`src/design/dmpl_pkg.sv`:
```
// Shared types, constants and helper functions for the dual motor PWM limiter.
`default_nettype none
package dmpl_pkg;

  // Internal signed width of drive values (covers +/-765 slew differences)
  localparam int unsigned VAL_W = 12;
  // Width of the kept drive value
  localparam int unsigned LAST_W = 11;
  // Width of a reported drive value
  localparam int unsigned PWM_W = 10;

  localparam int unsigned IN_TDATA_W  = 48;
  localparam int unsigned IN_TUSER_W  = 2;
  localparam int unsigned OUT_TDATA_W = 24;
  localparam int unsigned CFG_IDX_W   = 3;
  localparam int unsigned CFG_DATA_W  = 32;

  typedef enum logic [1:0] {
    ACT_DRIVE   = 2'd0,
    ACT_BATTERY = 2'd1,
    ACT_CLEAR   = 2'd2
  } action_e;

  typedef enum logic [1:0] {
    LVL_OK   = 2'd0,
    LVL_LOW  = 2'd1,
    LVL_CRIT = 2'd2
  } batt_level_e;

  localparam logic [1:0] KICK_OFF     = 2'd0;
  localparam logic [1:0] KICK_ON      = 2'd1;
  localparam logic [1:0] KICK_OK_ONLY = 2'd2;

  localparam logic [CFG_IDX_W-1:0] REG_BATT_THR   = 3'd0;
  localparam logic [CFG_IDX_W-1:0] REG_ACCEL      = 3'd1;
  localparam logic [CFG_IDX_W-1:0] REG_DECEL      = 3'd2;
  localparam logic [CFG_IDX_W-1:0] REG_CAPS       = 3'd3;
  localparam logic [CFG_IDX_W-1:0] REG_DEADBANDS  = 3'd4;
  localparam logic [CFG_IDX_W-1:0] REG_KICK_MODE  = 3'd5;
  localparam logic [CFG_IDX_W-1:0] REG_KICK_BOOST = 3'd6;
  localparam logic [CFG_IDX_W-1:0] REG_KICK_TICKS = 3'd7;

  localparam logic [31:0] RST_BATT_THR   = 32'h1900_1B58;  // LOW 6400, OK 7000
  localparam logic [31:0] RST_ACCEL      = 32'h0005_0A0F;
  localparam logic [31:0] RST_DECEL      = 32'h000A_141E;
  localparam logic [31:0] RST_CAPS       = 32'h0096_C8FF;
  localparam logic [15:0] RST_DEADBANDS  = 16'h2828;
  localparam logic [1:0]  RST_KICK_MODE  = KICK_OK_ONLY;
  localparam logic [7:0]  RST_KICK_BOOST = 8'd20;
  localparam logic [7:0]  RST_KICK_TICKS = 8'd10;

  typedef struct packed {
    logic [31:0] batt_thr;
    logic [31:0] accel;
    logic [31:0] decel;
    logic [31:0] caps;
    logic [15:0] deadbands;
    logic [1:0]  kick_mode;
    logic [7:0]  kick_boost;
    logic [7:0]  kick_ticks;
  } cfg_t;

  // Per-channel settings resolved for the current battery level
  typedef struct packed {
    logic [7:0] cap;
    logic [7:0] up;
    logic [7:0] down;
    logic [7:0] db;
    logic [7:0] boost;
    logic [7:0] ticks;
  } chan_cfg_t;

  function automatic logic [7:0] pick_byte(input logic [31:0] packed_w,
                                           input logic [1:0] level);
    logic [7:0] sel;
    case (level)
      LVL_LOW:  sel = packed_w[15:8];
      LVL_CRIT: sel = packed_w[23:16];
      default:  sel = packed_w[7:0];
    endcase
    return (packed_w[31:24] != 8'd0) ? packed_w[31:24] : sel;
  endfunction

  function automatic logic [VAL_W-1:0] mag(input logic signed [VAL_W-1:0] v);
    return v[VAL_W-1] ? VAL_W'(-v) : VAL_W'(v);
  endfunction

endpackage
`default_nettype wire

```
`src/design/dmpl_cfg_regs.sv`:
```
// Configuration register file of the dual motor PWM limiter.
`default_nettype none
module dmpl_cfg_regs (
  input  logic                                clk_i,
  input  logic                                rst_ni,
  input  logic                                we_i,
  input  logic [dmpl_pkg::CFG_IDX_W-1:0]      index_i,
  input  logic [dmpl_pkg::CFG_DATA_W-1:0]     wdata_i,
  output dmpl_pkg::cfg_t                      cfg_o
);
  import dmpl_pkg::*;

  cfg_t cfg_q;

  always_ff @(posedge clk_i or negedge rst_ni) begin
    if (!rst_ni) begin
      cfg_q.batt_thr   <= RST_BATT_THR;
      cfg_q.accel      <= RST_ACCEL;
      cfg_q.decel      <= RST_DECEL;
      cfg_q.caps       <= RST_CAPS;
      cfg_q.deadbands  <= RST_DEADBANDS;
      cfg_q.kick_mode  <= RST_KICK_MODE;
      cfg_q.kick_boost <= RST_KICK_BOOST;
      cfg_q.kick_ticks <= RST_KICK_TICKS;
    end else if (we_i) begin
      case (index_i)
        REG_BATT_THR:   cfg_q.batt_thr   <= wdata_i;
        REG_ACCEL:      cfg_q.accel      <= wdata_i;
        REG_DECEL:      cfg_q.decel      <= wdata_i;
        REG_CAPS:       cfg_q.caps       <= wdata_i;
        REG_DEADBANDS:  cfg_q.deadbands  <= wdata_i[15:0];
        REG_KICK_MODE:  cfg_q.kick_mode  <= wdata_i[1:0];
        REG_KICK_BOOST: cfg_q.kick_boost <= wdata_i[7:0];
        REG_KICK_TICKS: cfg_q.kick_ticks <= wdata_i[7:0];
        default: ;
      endcase
    end
  end

  assign cfg_o = cfg_q;

endmodule
`default_nettype wire

```
`src/design/dmpl_channel.sv`:
```
// One drive channel: cap, slew limit, kick boost and deadband lift.
`default_nettype none
module dmpl_channel (
  input  logic signed [15:0]                  target_i,
  input  logic signed [dmpl_pkg::LAST_W-1:0]  cur_i,
  input  dmpl_pkg::chan_cfg_t                 cfg_i,
  input  logic                                kick_on_i,
  input  logic [7:0]                          tick_i,
  input  logic [7:0]                          end_i,
  output logic signed [dmpl_pkg::LAST_W-1:0]  next_o,
  output logic [7:0]                          end_o
);
  import dmpl_pkg::*;

  logic signed [16:0]      tgt_w;
  logic signed [16:0]      cap_w;
  logic signed [VAL_W-1:0] cap_v;
  logic signed [VAL_W-1:0] tgt_c;
  logic signed [VAL_W-1:0] cur_x;
  logic signed [VAL_W-1:0] diff;
  logic [VAL_W-1:0]        step;
  logic                    accel;
  logic signed [VAL_W-1:0] slewed;
  logic [VAL_W-1:0]        mag_s;
  logic [VAL_W-1:0]        kmag;
  logic signed [VAL_W-1:0] boosted;
  logic [7:0]              elapsed;
  logic                    held;
  logic signed [VAL_W-1:0] kicked;
  logic [VAL_W-1:0]        mag_k;
  logic [VAL_W-1:0]        db_x;
  logic signed [VAL_W-1:0] lifted;

  // magnitude cap
  always_comb begin
    tgt_w = {target_i[15], target_i};
    cap_w = {9'd0, cfg_i.cap};
    cap_v = $signed({4'd0, cfg_i.cap});
    if (tgt_w > cap_w) begin
      tgt_c = cap_v;
    end else if (tgt_w < -cap_w) begin
      tgt_c = -cap_v;
    end else begin
      tgt_c = tgt_w[VAL_W-1:0];
    end
  end

  // slew limit; a stop or a reversal uses the decel step
  assign cur_x = VAL_W'(cur_i);
  assign diff  = tgt_c - cur_x;

  always_comb begin
    if (tgt_c == '0) begin
      accel = 1'b0;
    end else if (cur_x == '0) begin
      accel = 1'b1;
    end else if (tgt_c[VAL_W-1] == cur_x[VAL_W-1]) begin
      accel = mag(tgt_c) > mag(cur_x);
    end else begin
      accel = 1'b0;
    end
    step = {4'd0, (accel ? cfg_i.up : cfg_i.down)};
    if (mag(diff) <= step) begin
      slewed = tgt_c;
    end else if (!diff[VAL_W-1]) begin
      slewed = cur_x + $signed(step);
    end else begin
      slewed = cur_x - $signed(step);
    end
  end

  // kick boost on a start from zero
  assign mag_s   = mag(slewed);
  assign kmag    = {4'd0, cfg_i.db} + {4'd0, cfg_i.boost};
  assign boosted = slewed[VAL_W-1] ? -$signed(kmag) : $signed(kmag);
  assign elapsed = tick_i - end_i + cfg_i.ticks;

  always_comb begin
    kicked = slewed;
    end_o  = end_i;
    held   = 1'b0;
    if (kick_on_i) begin
      if (end_i != 8'd0) begin
        if (elapsed >= cfg_i.ticks) begin
          end_o = 8'd0;
        end else if (slewed != '0 && mag_s < kmag) begin
          kicked = boosted;
          held   = 1'b1;
        end
      end
      if (!held && cur_x == '0 && slewed != '0 && end_o == 8'd0) begin
        end_o = tick_i + cfg_i.ticks;
        if (mag_s < kmag) begin
          kicked = boosted;
        end
      end
    end
  end

  // deadband lift of small nonzero values
  assign mag_k = mag(kicked);
  assign db_x  = {4'd0, cfg_i.db};

  always_comb begin
    if (kicked == '0) begin
      lifted = '0;
    end else if (mag_k < db_x) begin
      lifted = kicked[VAL_W-1] ? -$signed(db_x) : $signed(db_x);
    end else begin
      lifted = kicked;
    end
  end

  assign next_o = lifted[LAST_W-1:0];

endmodule
`default_nettype wire

```
`src/design/dual_motor_pwm_safety_limiter.sv`:
```
// Top level of the battery-aware dual motor PWM slew and deadband limiter.
// Usage:
//  - Input stream (s_axis_*): one transaction per command. tuser carries the
//    action: drive, battery update or clear of slew and kick state.
//    tdata carries left target, right target and battery voltage.
//  - Output stream (m_axis_*): exactly one result transaction per command,
//    giving both drive values, the battery level and both kick flags.
//  - Configuration: plain write port (cfg_we_i, cfg_index_i, cfg_wdata_i),
//    one register per cycle; the user must write it only while no command
//    is in flight. The block does not enforce this.
//  - Path: an accepted command waits in the input register, then passes
//    the channel logic into the result register.
//  - Throughput: one command per cycle while the output is not stalled.
//    The state update (slew, kick, tick, battery level) is registered with
//    the result, so back-to-back commands see the previous state.
//  - Stall: a waiting result holds while m_axis_tready is low; the input
//    register still takes one more transaction, then s_axis_tready drops.
//  - Reset (rst_ni low, asynchronous): config registers return to their
//    defaults, battery level OK, tick and drive values zero, kicks inactive,
//    both streams empty.
`default_nettype none
module dual_motor_pwm_safety_limiter (
  input  logic                                 clk_i,
  input  logic                                 rst_ni,
  // config write port
  input  logic                                 cfg_we_i,
  input  logic [dmpl_pkg::CFG_IDX_W-1:0]       cfg_index_i,
  input  logic [dmpl_pkg::CFG_DATA_W-1:0]      cfg_wdata_i,
  // command stream
  input  logic                                 s_axis_tvalid,
  output logic                                 s_axis_tready,
  // tdata: left_target[15:0], right_target[31:16], battery_mv[47:32]
  input  logic [dmpl_pkg::IN_TDATA_W-1:0]      s_axis_tdata,
  // tuser: action[1:0]
  input  logic [dmpl_pkg::IN_TUSER_W-1:0]      s_axis_tuser,
  // result stream
  output logic                                 m_axis_tvalid,
  input  logic                                 m_axis_tready,
  // tdata: left_pwm[9:0], right_pwm[19:10], battery_level[21:20],
  //        kick_left_active[22], kick_right_active[23]
  output logic [dmpl_pkg::OUT_TDATA_W-1:0]     m_axis_tdata
);
  import dmpl_pkg::*;

  cfg_t cfg;

  dmpl_cfg_regs u_cfg (
    .clk_i   (clk_i),
    .rst_ni  (rst_ni),
    .we_i    (cfg_we_i),
    .index_i (cfg_index_i),
    .wdata_i (cfg_wdata_i),
    .cfg_o   (cfg)
  );

  // input register
  logic                        in_valid_q;
  logic [IN_TUSER_W-1:0]       in_action_q;
  logic signed [15:0]          in_left_q;
  logic signed [15:0]          in_right_q;
  logic [15:0]                 in_mv_q;

  // block state
  logic [1:0]                  level_q, level_d;
  logic [7:0]                  tick_q, tick_d;
  logic signed [LAST_W-1:0]    last_l_q, last_l_d;
  logic signed [LAST_W-1:0]    last_r_q, last_r_d;
  logic [7:0]                  end_l_q, end_l_d;
  logic [7:0]                  end_r_q, end_r_d;

  // result register
  logic                        out_valid_q;
  logic [OUT_TDATA_W-1:0]      out_data_q;

  logic                        in_take;
  logic                        stage_go;

  assign stage_go      = in_valid_q && (!out_valid_q || m_axis_tready);
  assign s_axis_tready = !in_valid_q || stage_go;
  assign in_take       = s_axis_tvalid && s_axis_tready;

  // per-level settings shared by both channels
  chan_cfg_t   cfg_l, cfg_r;
  logic [7:0]  cap_sel, up_sel, down_sel;
  logic        kick_on;
  logic [7:0]  tick_inc;
  logic signed [LAST_W-1:0] chan_l, chan_r;
  logic [7:0]  chan_end_l, chan_end_r;

  assign cap_sel  = pick_byte(cfg.caps, level_q);
  assign up_sel   = pick_byte(cfg.accel, level_q);
  assign down_sel = pick_byte(cfg.decel, level_q);
  assign tick_inc = tick_q + 8'd1;

  always_comb begin
    case (cfg.kick_mode)
      KICK_ON:      kick_on = 1'b1;
      KICK_OK_ONLY: kick_on = (level_q == LVL_OK);
      default:      kick_on = 1'b0;
    endcase
  end

  always_comb begin
    cfg_l.cap   = cap_sel;
    cfg_l.up    = up_sel;
    cfg_l.down  = down_sel;
    cfg_l.db    = cfg.deadbands[7:0];
    cfg_l.boost = cfg.kick_boost;
    cfg_l.ticks = cfg.kick_ticks;
    cfg_r       = cfg_l;
    cfg_r.db    = cfg.deadbands[15:8];
  end

  dmpl_channel u_left (
    .target_i  (in_left_q),
    .cur_i     (last_l_q),
    .cfg_i     (cfg_l),
    .kick_on_i (kick_on),
    .tick_i    (tick_inc),
    .end_i     (end_l_q),
    .next_o    (chan_l),
    .end_o     (chan_end_l)
  );

  dmpl_channel u_right (
    .target_i  (in_right_q),
    .cur_i     (last_r_q),
    .cfg_i     (cfg_r),
    .kick_on_i (kick_on),
    .tick_i    (tick_inc),
    .end_i     (end_r_q),
    .next_o    (chan_r),
    .end_o     (chan_end_r)
  );

  // next state by action; an unused action leaves everything alone
  always_comb begin
    level_d  = level_q;
    tick_d   = tick_q;
    last_l_d = last_l_q;
    last_r_d = last_r_q;
    end_l_d  = end_l_q;
    end_r_d  = end_r_q;
    case (action_e'(in_action_q))
      ACT_DRIVE: begin
        tick_d   = tick_inc;
        last_l_d = chan_l;
        last_r_d = chan_r;
        end_l_d  = chan_end_l;
        end_r_d  = chan_end_r;
      end
      ACT_BATTERY: begin
        if (in_mv_q >= cfg.batt_thr[15:0]) begin
          level_d = LVL_OK;
        end else if (in_mv_q >= cfg.batt_thr[31:16]) begin
          level_d = LVL_LOW;
        end else begin
          level_d = LVL_CRIT;
        end
      end
      ACT_CLEAR: begin
        last_l_d = '0;
        last_r_d = '0;
        end_l_d  = 8'd0;
        end_r_d  = 8'd0;
      end
      default: ;
    endcase
  end

  // control and state registers
  always_ff @(posedge clk_i or negedge rst_ni) begin
    if (!rst_ni) begin
      in_valid_q  <= 1'b0;
      out_valid_q <= 1'b0;
      level_q     <= LVL_OK;
      tick_q      <= 8'd0;
      last_l_q    <= '0;
      last_r_q    <= '0;
      end_l_q     <= 8'd0;
      end_r_q     <= 8'd0;
    end else begin
      if (in_take) begin
        in_valid_q <= 1'b1;
      end else if (stage_go) begin
        in_valid_q <= 1'b0;
      end
      if (stage_go) begin
        out_valid_q <= 1'b1;
        level_q     <= level_d;
        tick_q      <= tick_d;
        last_l_q    <= last_l_d;
        last_r_q    <= last_r_d;
        end_l_q     <= end_l_d;
        end_r_q     <= end_r_d;
      end else if (m_axis_tready) begin
        out_valid_q <= 1'b0;
      end
    end
  end

  // payload registers
  always_ff @(posedge clk_i) begin
    if (in_take) begin
      in_action_q <= s_axis_tuser;
      in_left_q   <= s_axis_tdata[15:0];
      in_right_q  <= s_axis_tdata[31:16];
      in_mv_q     <= s_axis_tdata[47:32];
    end
    if (stage_go) begin
      out_data_q <= {(end_r_d != 8'd0), (end_l_d != 8'd0), level_d,
                     last_r_d[PWM_W-1:0], last_l_d[PWM_W-1:0]};
    end
  end

  assign m_axis_tvalid = out_valid_q;
  assign m_axis_tdata  = out_data_q;

endmodule
`default_nettype wire
```
`config.mk`:
```
export PLATFORM = sky130hd
export DESIGN_NAME = dual_motor_pwm_safety_limiter
export DESIGN_NICKNAME = d
export VERILOG_FILES = /design/src/design/dmpl_pkg.sv /design/src/design/dmpl_cfg_regs.sv /design/src/design/dmpl_channel.sv /design/src/design/dual_motor_pwm_safety_limiter.sv
export SDC_FILE = /design/constraint.sdc
export NUM_CORES = 1
export LEC_CHECK = 0
export BUFFER_PORTS_ARGS = -buffer_cell sky130_fd_sc_hd__buf_2
export CAP_MARGIN = 5
export CORE_MARGIN = 1
export CORE_UTILIZATION = 59
export CTS_BUF_LIST = sky130_fd_sc_hd__clkbuf_4 sky130_fd_sc_hd__clkbuf_8
export CTS_CLUSTER_DIAMETER = 120
export DETAILED_ROUTE_END_ITERATION = 8
export PLACE_DENSITY = 0.79
export SYNTH_ARGS = -nofsm -noshare
export SYNTH_HDL_FRONTEND = slang
export SYNTH_SLANG_ARGS = --single-unit
```
`constraint.sdc`:
```
create_clock -name clk_i -period 16.3 [get_ports clk_i]
set_clock_uncertainty 0.05 [all_clocks]
set_input_delay 0 -clock clk_i [delete_from_list [all_inputs] [get_ports clk_i]]
set_output_delay 0 -clock clk_i [all_outputs]
set_load 0.005 [all_outputs]
```
==> out/qor.csv <==
stage;metric;value;unit
run_status;outcome;finished clean;
route;drt_iter0_drc;2746;
setup_path;worstPathRequired;16.81;ns
finish;area_delta_synth_final;19.0;%
synth;netlist_instances;2809;
finish;drive_gt1_share;21.3;%
floorplan;rows;75;
clock_network;cts_buffer_depth;3;
synth;ys_seq_area_share;30.1;%
setup_path;max_stage_delay;0.51;ns
grt;grt-busiest-layer;met2;
grt;grt_pass1_vias;24576;
synth;syn_avg_cell_area;8.97;um^2
synth;ys_async_sr_fraction;74.1;%
timing;max_slew_margin;8.14;%
timing;fin_crit_sh;97.3;%
synth;synth-compound-area-share;19.5;%
synth;synth_area;25200;um^2
timing;hold_viol;0;
synth;ys_ff_latch;286;
floorplan;die_w;209;um
min_path;hold_path.class;in -> reg;
finish;fin_nets;3535;
setup_path;cp_data_arrival_time;16.37;ns
placed_design;hpwl;67.4;mm
grt;grt_start_max_net_pins;81;
setup_path;worst-setup-path-type;reg -> reg;
floorplan;core;42000;um^2
clock_network;clkSinkCount;286;
route;route.detailed.drc;0;
grt;track_usage;43.5;%
placed_design;dpl_worst_slack;-0.162;ns
floorplan;dieArea;43500;um^2
grt;grt_pass1_wl;145;mm
synth;yosysWarningCount;0;
grt;antenna_found_initial;1;
flow_run;maxCapViolations;0;
grt;grtUsageMet2;71.0;%
clock_network;htreeDepth;2;
timing;min_period;15.86;ns
route;wl_per_cell;25.9;um
clock_network;clkTransAtPathRegs;0.10;ns
route;firstDrtPassIters;6;
route;viasPerCell;6.62;
setup_path;slowest_stage;a2111o_1;
grt;gr-total-overflow;0;
finish;n_fill_cell;3095;
placed_design;port_buffers;115;
setup_path;start_kind;register;
timing;setup_slack;0.437;ns
synth;synthXorXnorAreaFrac;6.82;%
timing;setup_viol;0;
setup_path;end_kind;register;
synth;synthDistinctLibCells;107;
grt;grtUsageMet1;52.4;%
finish;seq_area;7590;um^2
clock_network;cts_tree;done;
floorplan;io_pins;116;
route;detailroute.via_count;24792;
route;final_antenna_net_count;0;
timing;max_freq;63.0;MHz
timing;tightest_slew;1.38;ns
floorplan;fp.dieH;209;um
synth;synth_top_family_by_area;compound AO/OA/AOI/OAI gates;
synth;muxShareOfSynthArea;8.20;%
timing;drv_slew;0;
synth;synth_edf_count;74;
clock_network;cts-root-buf;clkbuf_8;
synth;synth_fa_ha_area_share;14.6;%
finish;multi_input_area;17000;um^2
clock_network;cts_buffers;50;
placed_design;place_congestion;1.09;
synth;synth-simple-area-share;16.4;%
synth;synth_ff_type;dfrtp_1;
clock_network;insertion_delay;0.69;ns
setup_path;cp_max_fo;21;
grt;grt_util_met3;10.2;%
floorplan;start_util;59.9;%
route;wl;96.9;mm
[state kept, by name, summed over array words and instances, names as in the netlist]
signal	cells
m_axis_tdata	24
in_right_q	16
last_l_q	11
in_action_q	2
end_r_q	8
u_cfg.cfg_o	162
level_q	2
tick_q	8
in_left_q	16
last_r_q	11
in_mv_q	16
end_l_q	8
m_axis_tvalid	1
in_valid_q	1
[cells by family after synthesis]
group / after synthesis
adder cells (fa/ha/maj): 282
AND/OR/NAND/NOR: 845
AO/OA/AOI/OAI: 741
flip-flops: 286
XOR/XNOR: 196
other: 1
buffers and inverters: 272
multiplexers: 186
[Yosys cell counts (all sizes together), types with 27 or more instances]
master	number	area [um^2]
and3	27	169
nor2b	31	194
o21ai	198	1010
inv	190	716
clkbuf	62	233
edfxtp	74	2220
ha	261	3270
nor3	70	370
o21a	27	203
dfrtp	162	4050
a22oi	27	208
nor2	194	736
nand3	61	310
a31oi	31	206
mux2	145	1660
nand2	269	1010
nand2b	36	225
a21oi	188	956
nand4	30	188
mux2i	41	410
xnor2	147	1290
a21o	65	489
a22o	39	342
xor2	49	429
dfstp	50	1310
[per-stage QoR]
step	hold WS (ns)	util, %	cell area [um^2]	instances	setup TNS [ns]
finish	0.0159	71.3	30000	3745	0
global route	0.00705	71.3	30000	3742	-6.40
CTS	0.000578	69.9	29400	3723	0
detailed placement	-0.0544	64.4	27100	3503	-0.539
global placement	-0.0643	64.4	27100	3503	0
floorplan	-0.346	-	25200	2810	0
[cells in the final DEF, fill, tap and decap left out, drive strengths merged, types with 126 or more instances in the layout]
| master | count |
|---|---|
| nand2 | 269 |
| a21oi | 188 |
| dfrtp | 162 |
| ha | 261 |
| dlygate4sd3 | 126 |
| nor2 | 194 |
| o21ai | 198 |
| xnor2 | 147 |
| buf | 253 |
| mux2 | 145 |
| inv | 192 |
[layout make-up]
cell class | instances | area share [%]
Multi-Input combinational cell | 2254 | 56.7
Sequential cell | 286 | 25.3
Timing Repair Buffer | 380 | 9.85
Clock buffer | 74 | 3.02
Inverter | 191 | 2.40
Tap cell | 539 | 2.25
Clock inverter | 18 | 0.430
Antenna cell | 3 | 0.0250
[worst paths after layout]
path	from	to	slack, ns	depth (start not counted)
max in group asynchronous	rst_ni	end_r_q[2]$_DFFE_PN0P_	13.58	5
worst min-delay path	s_axis_tdata[19]	in_right_q[3]$_DFFE_PP_	0.02	2
worst max-delay path	level_q[1]$_DFFE_PN0P_	last_r_q[10]$_DFFE_PN0P_	0.44	76
min in group asynchronous	rst_ni	u_cfg.cfg_o[100]$_DFFE_PN1P_	0.48	3
worst min register to register	tick_q[7]$_DFFE_PN0P_	tick_q[7]$_DFFE_PN0P_	0.45	1
worst max register to register	level_q[1]$_DFFE_PN0P_	last_r_q[10]$_DFFE_PN0P_	0.44	76
[worst max-delay path, delay by kind of cell (launching register included)]
family | cells | cell delay [ns]
AOI/OAI and AO/OA | 29 | 5.94
DFF | 1 | 0.45
and+or+nand+nor | 21 | 3.58
adders and majority gates | 8 | 2.25
muxes | 1 | 0.36
buffers and inverters | 13 | 2.14
xor gates and xnor gates | 4 | 0.92
[layer usage]
metal  part of all wire, %  vias to the layer above
li1                      -                    10901
met1                    37                    11820
met2                    45                     1604
met3                    10                      467
met4                   7.5                        0
met5                     0                        -
[repair_timing]
item / CTS / global route
pin swaps: 1 / 21
cloned: 1 / 1
endpoints found under the hold margin: 268 / 0
hold buffers: 127 / 0
setup buffers: 0 / 18
resized for setup: 6 / 116
endpoints found under the setup margin: 21 / 42
Power is left out: the tool's default activity adds up to more than one toggle a clock period on the data nets, which glitch-free logic cannot reach.
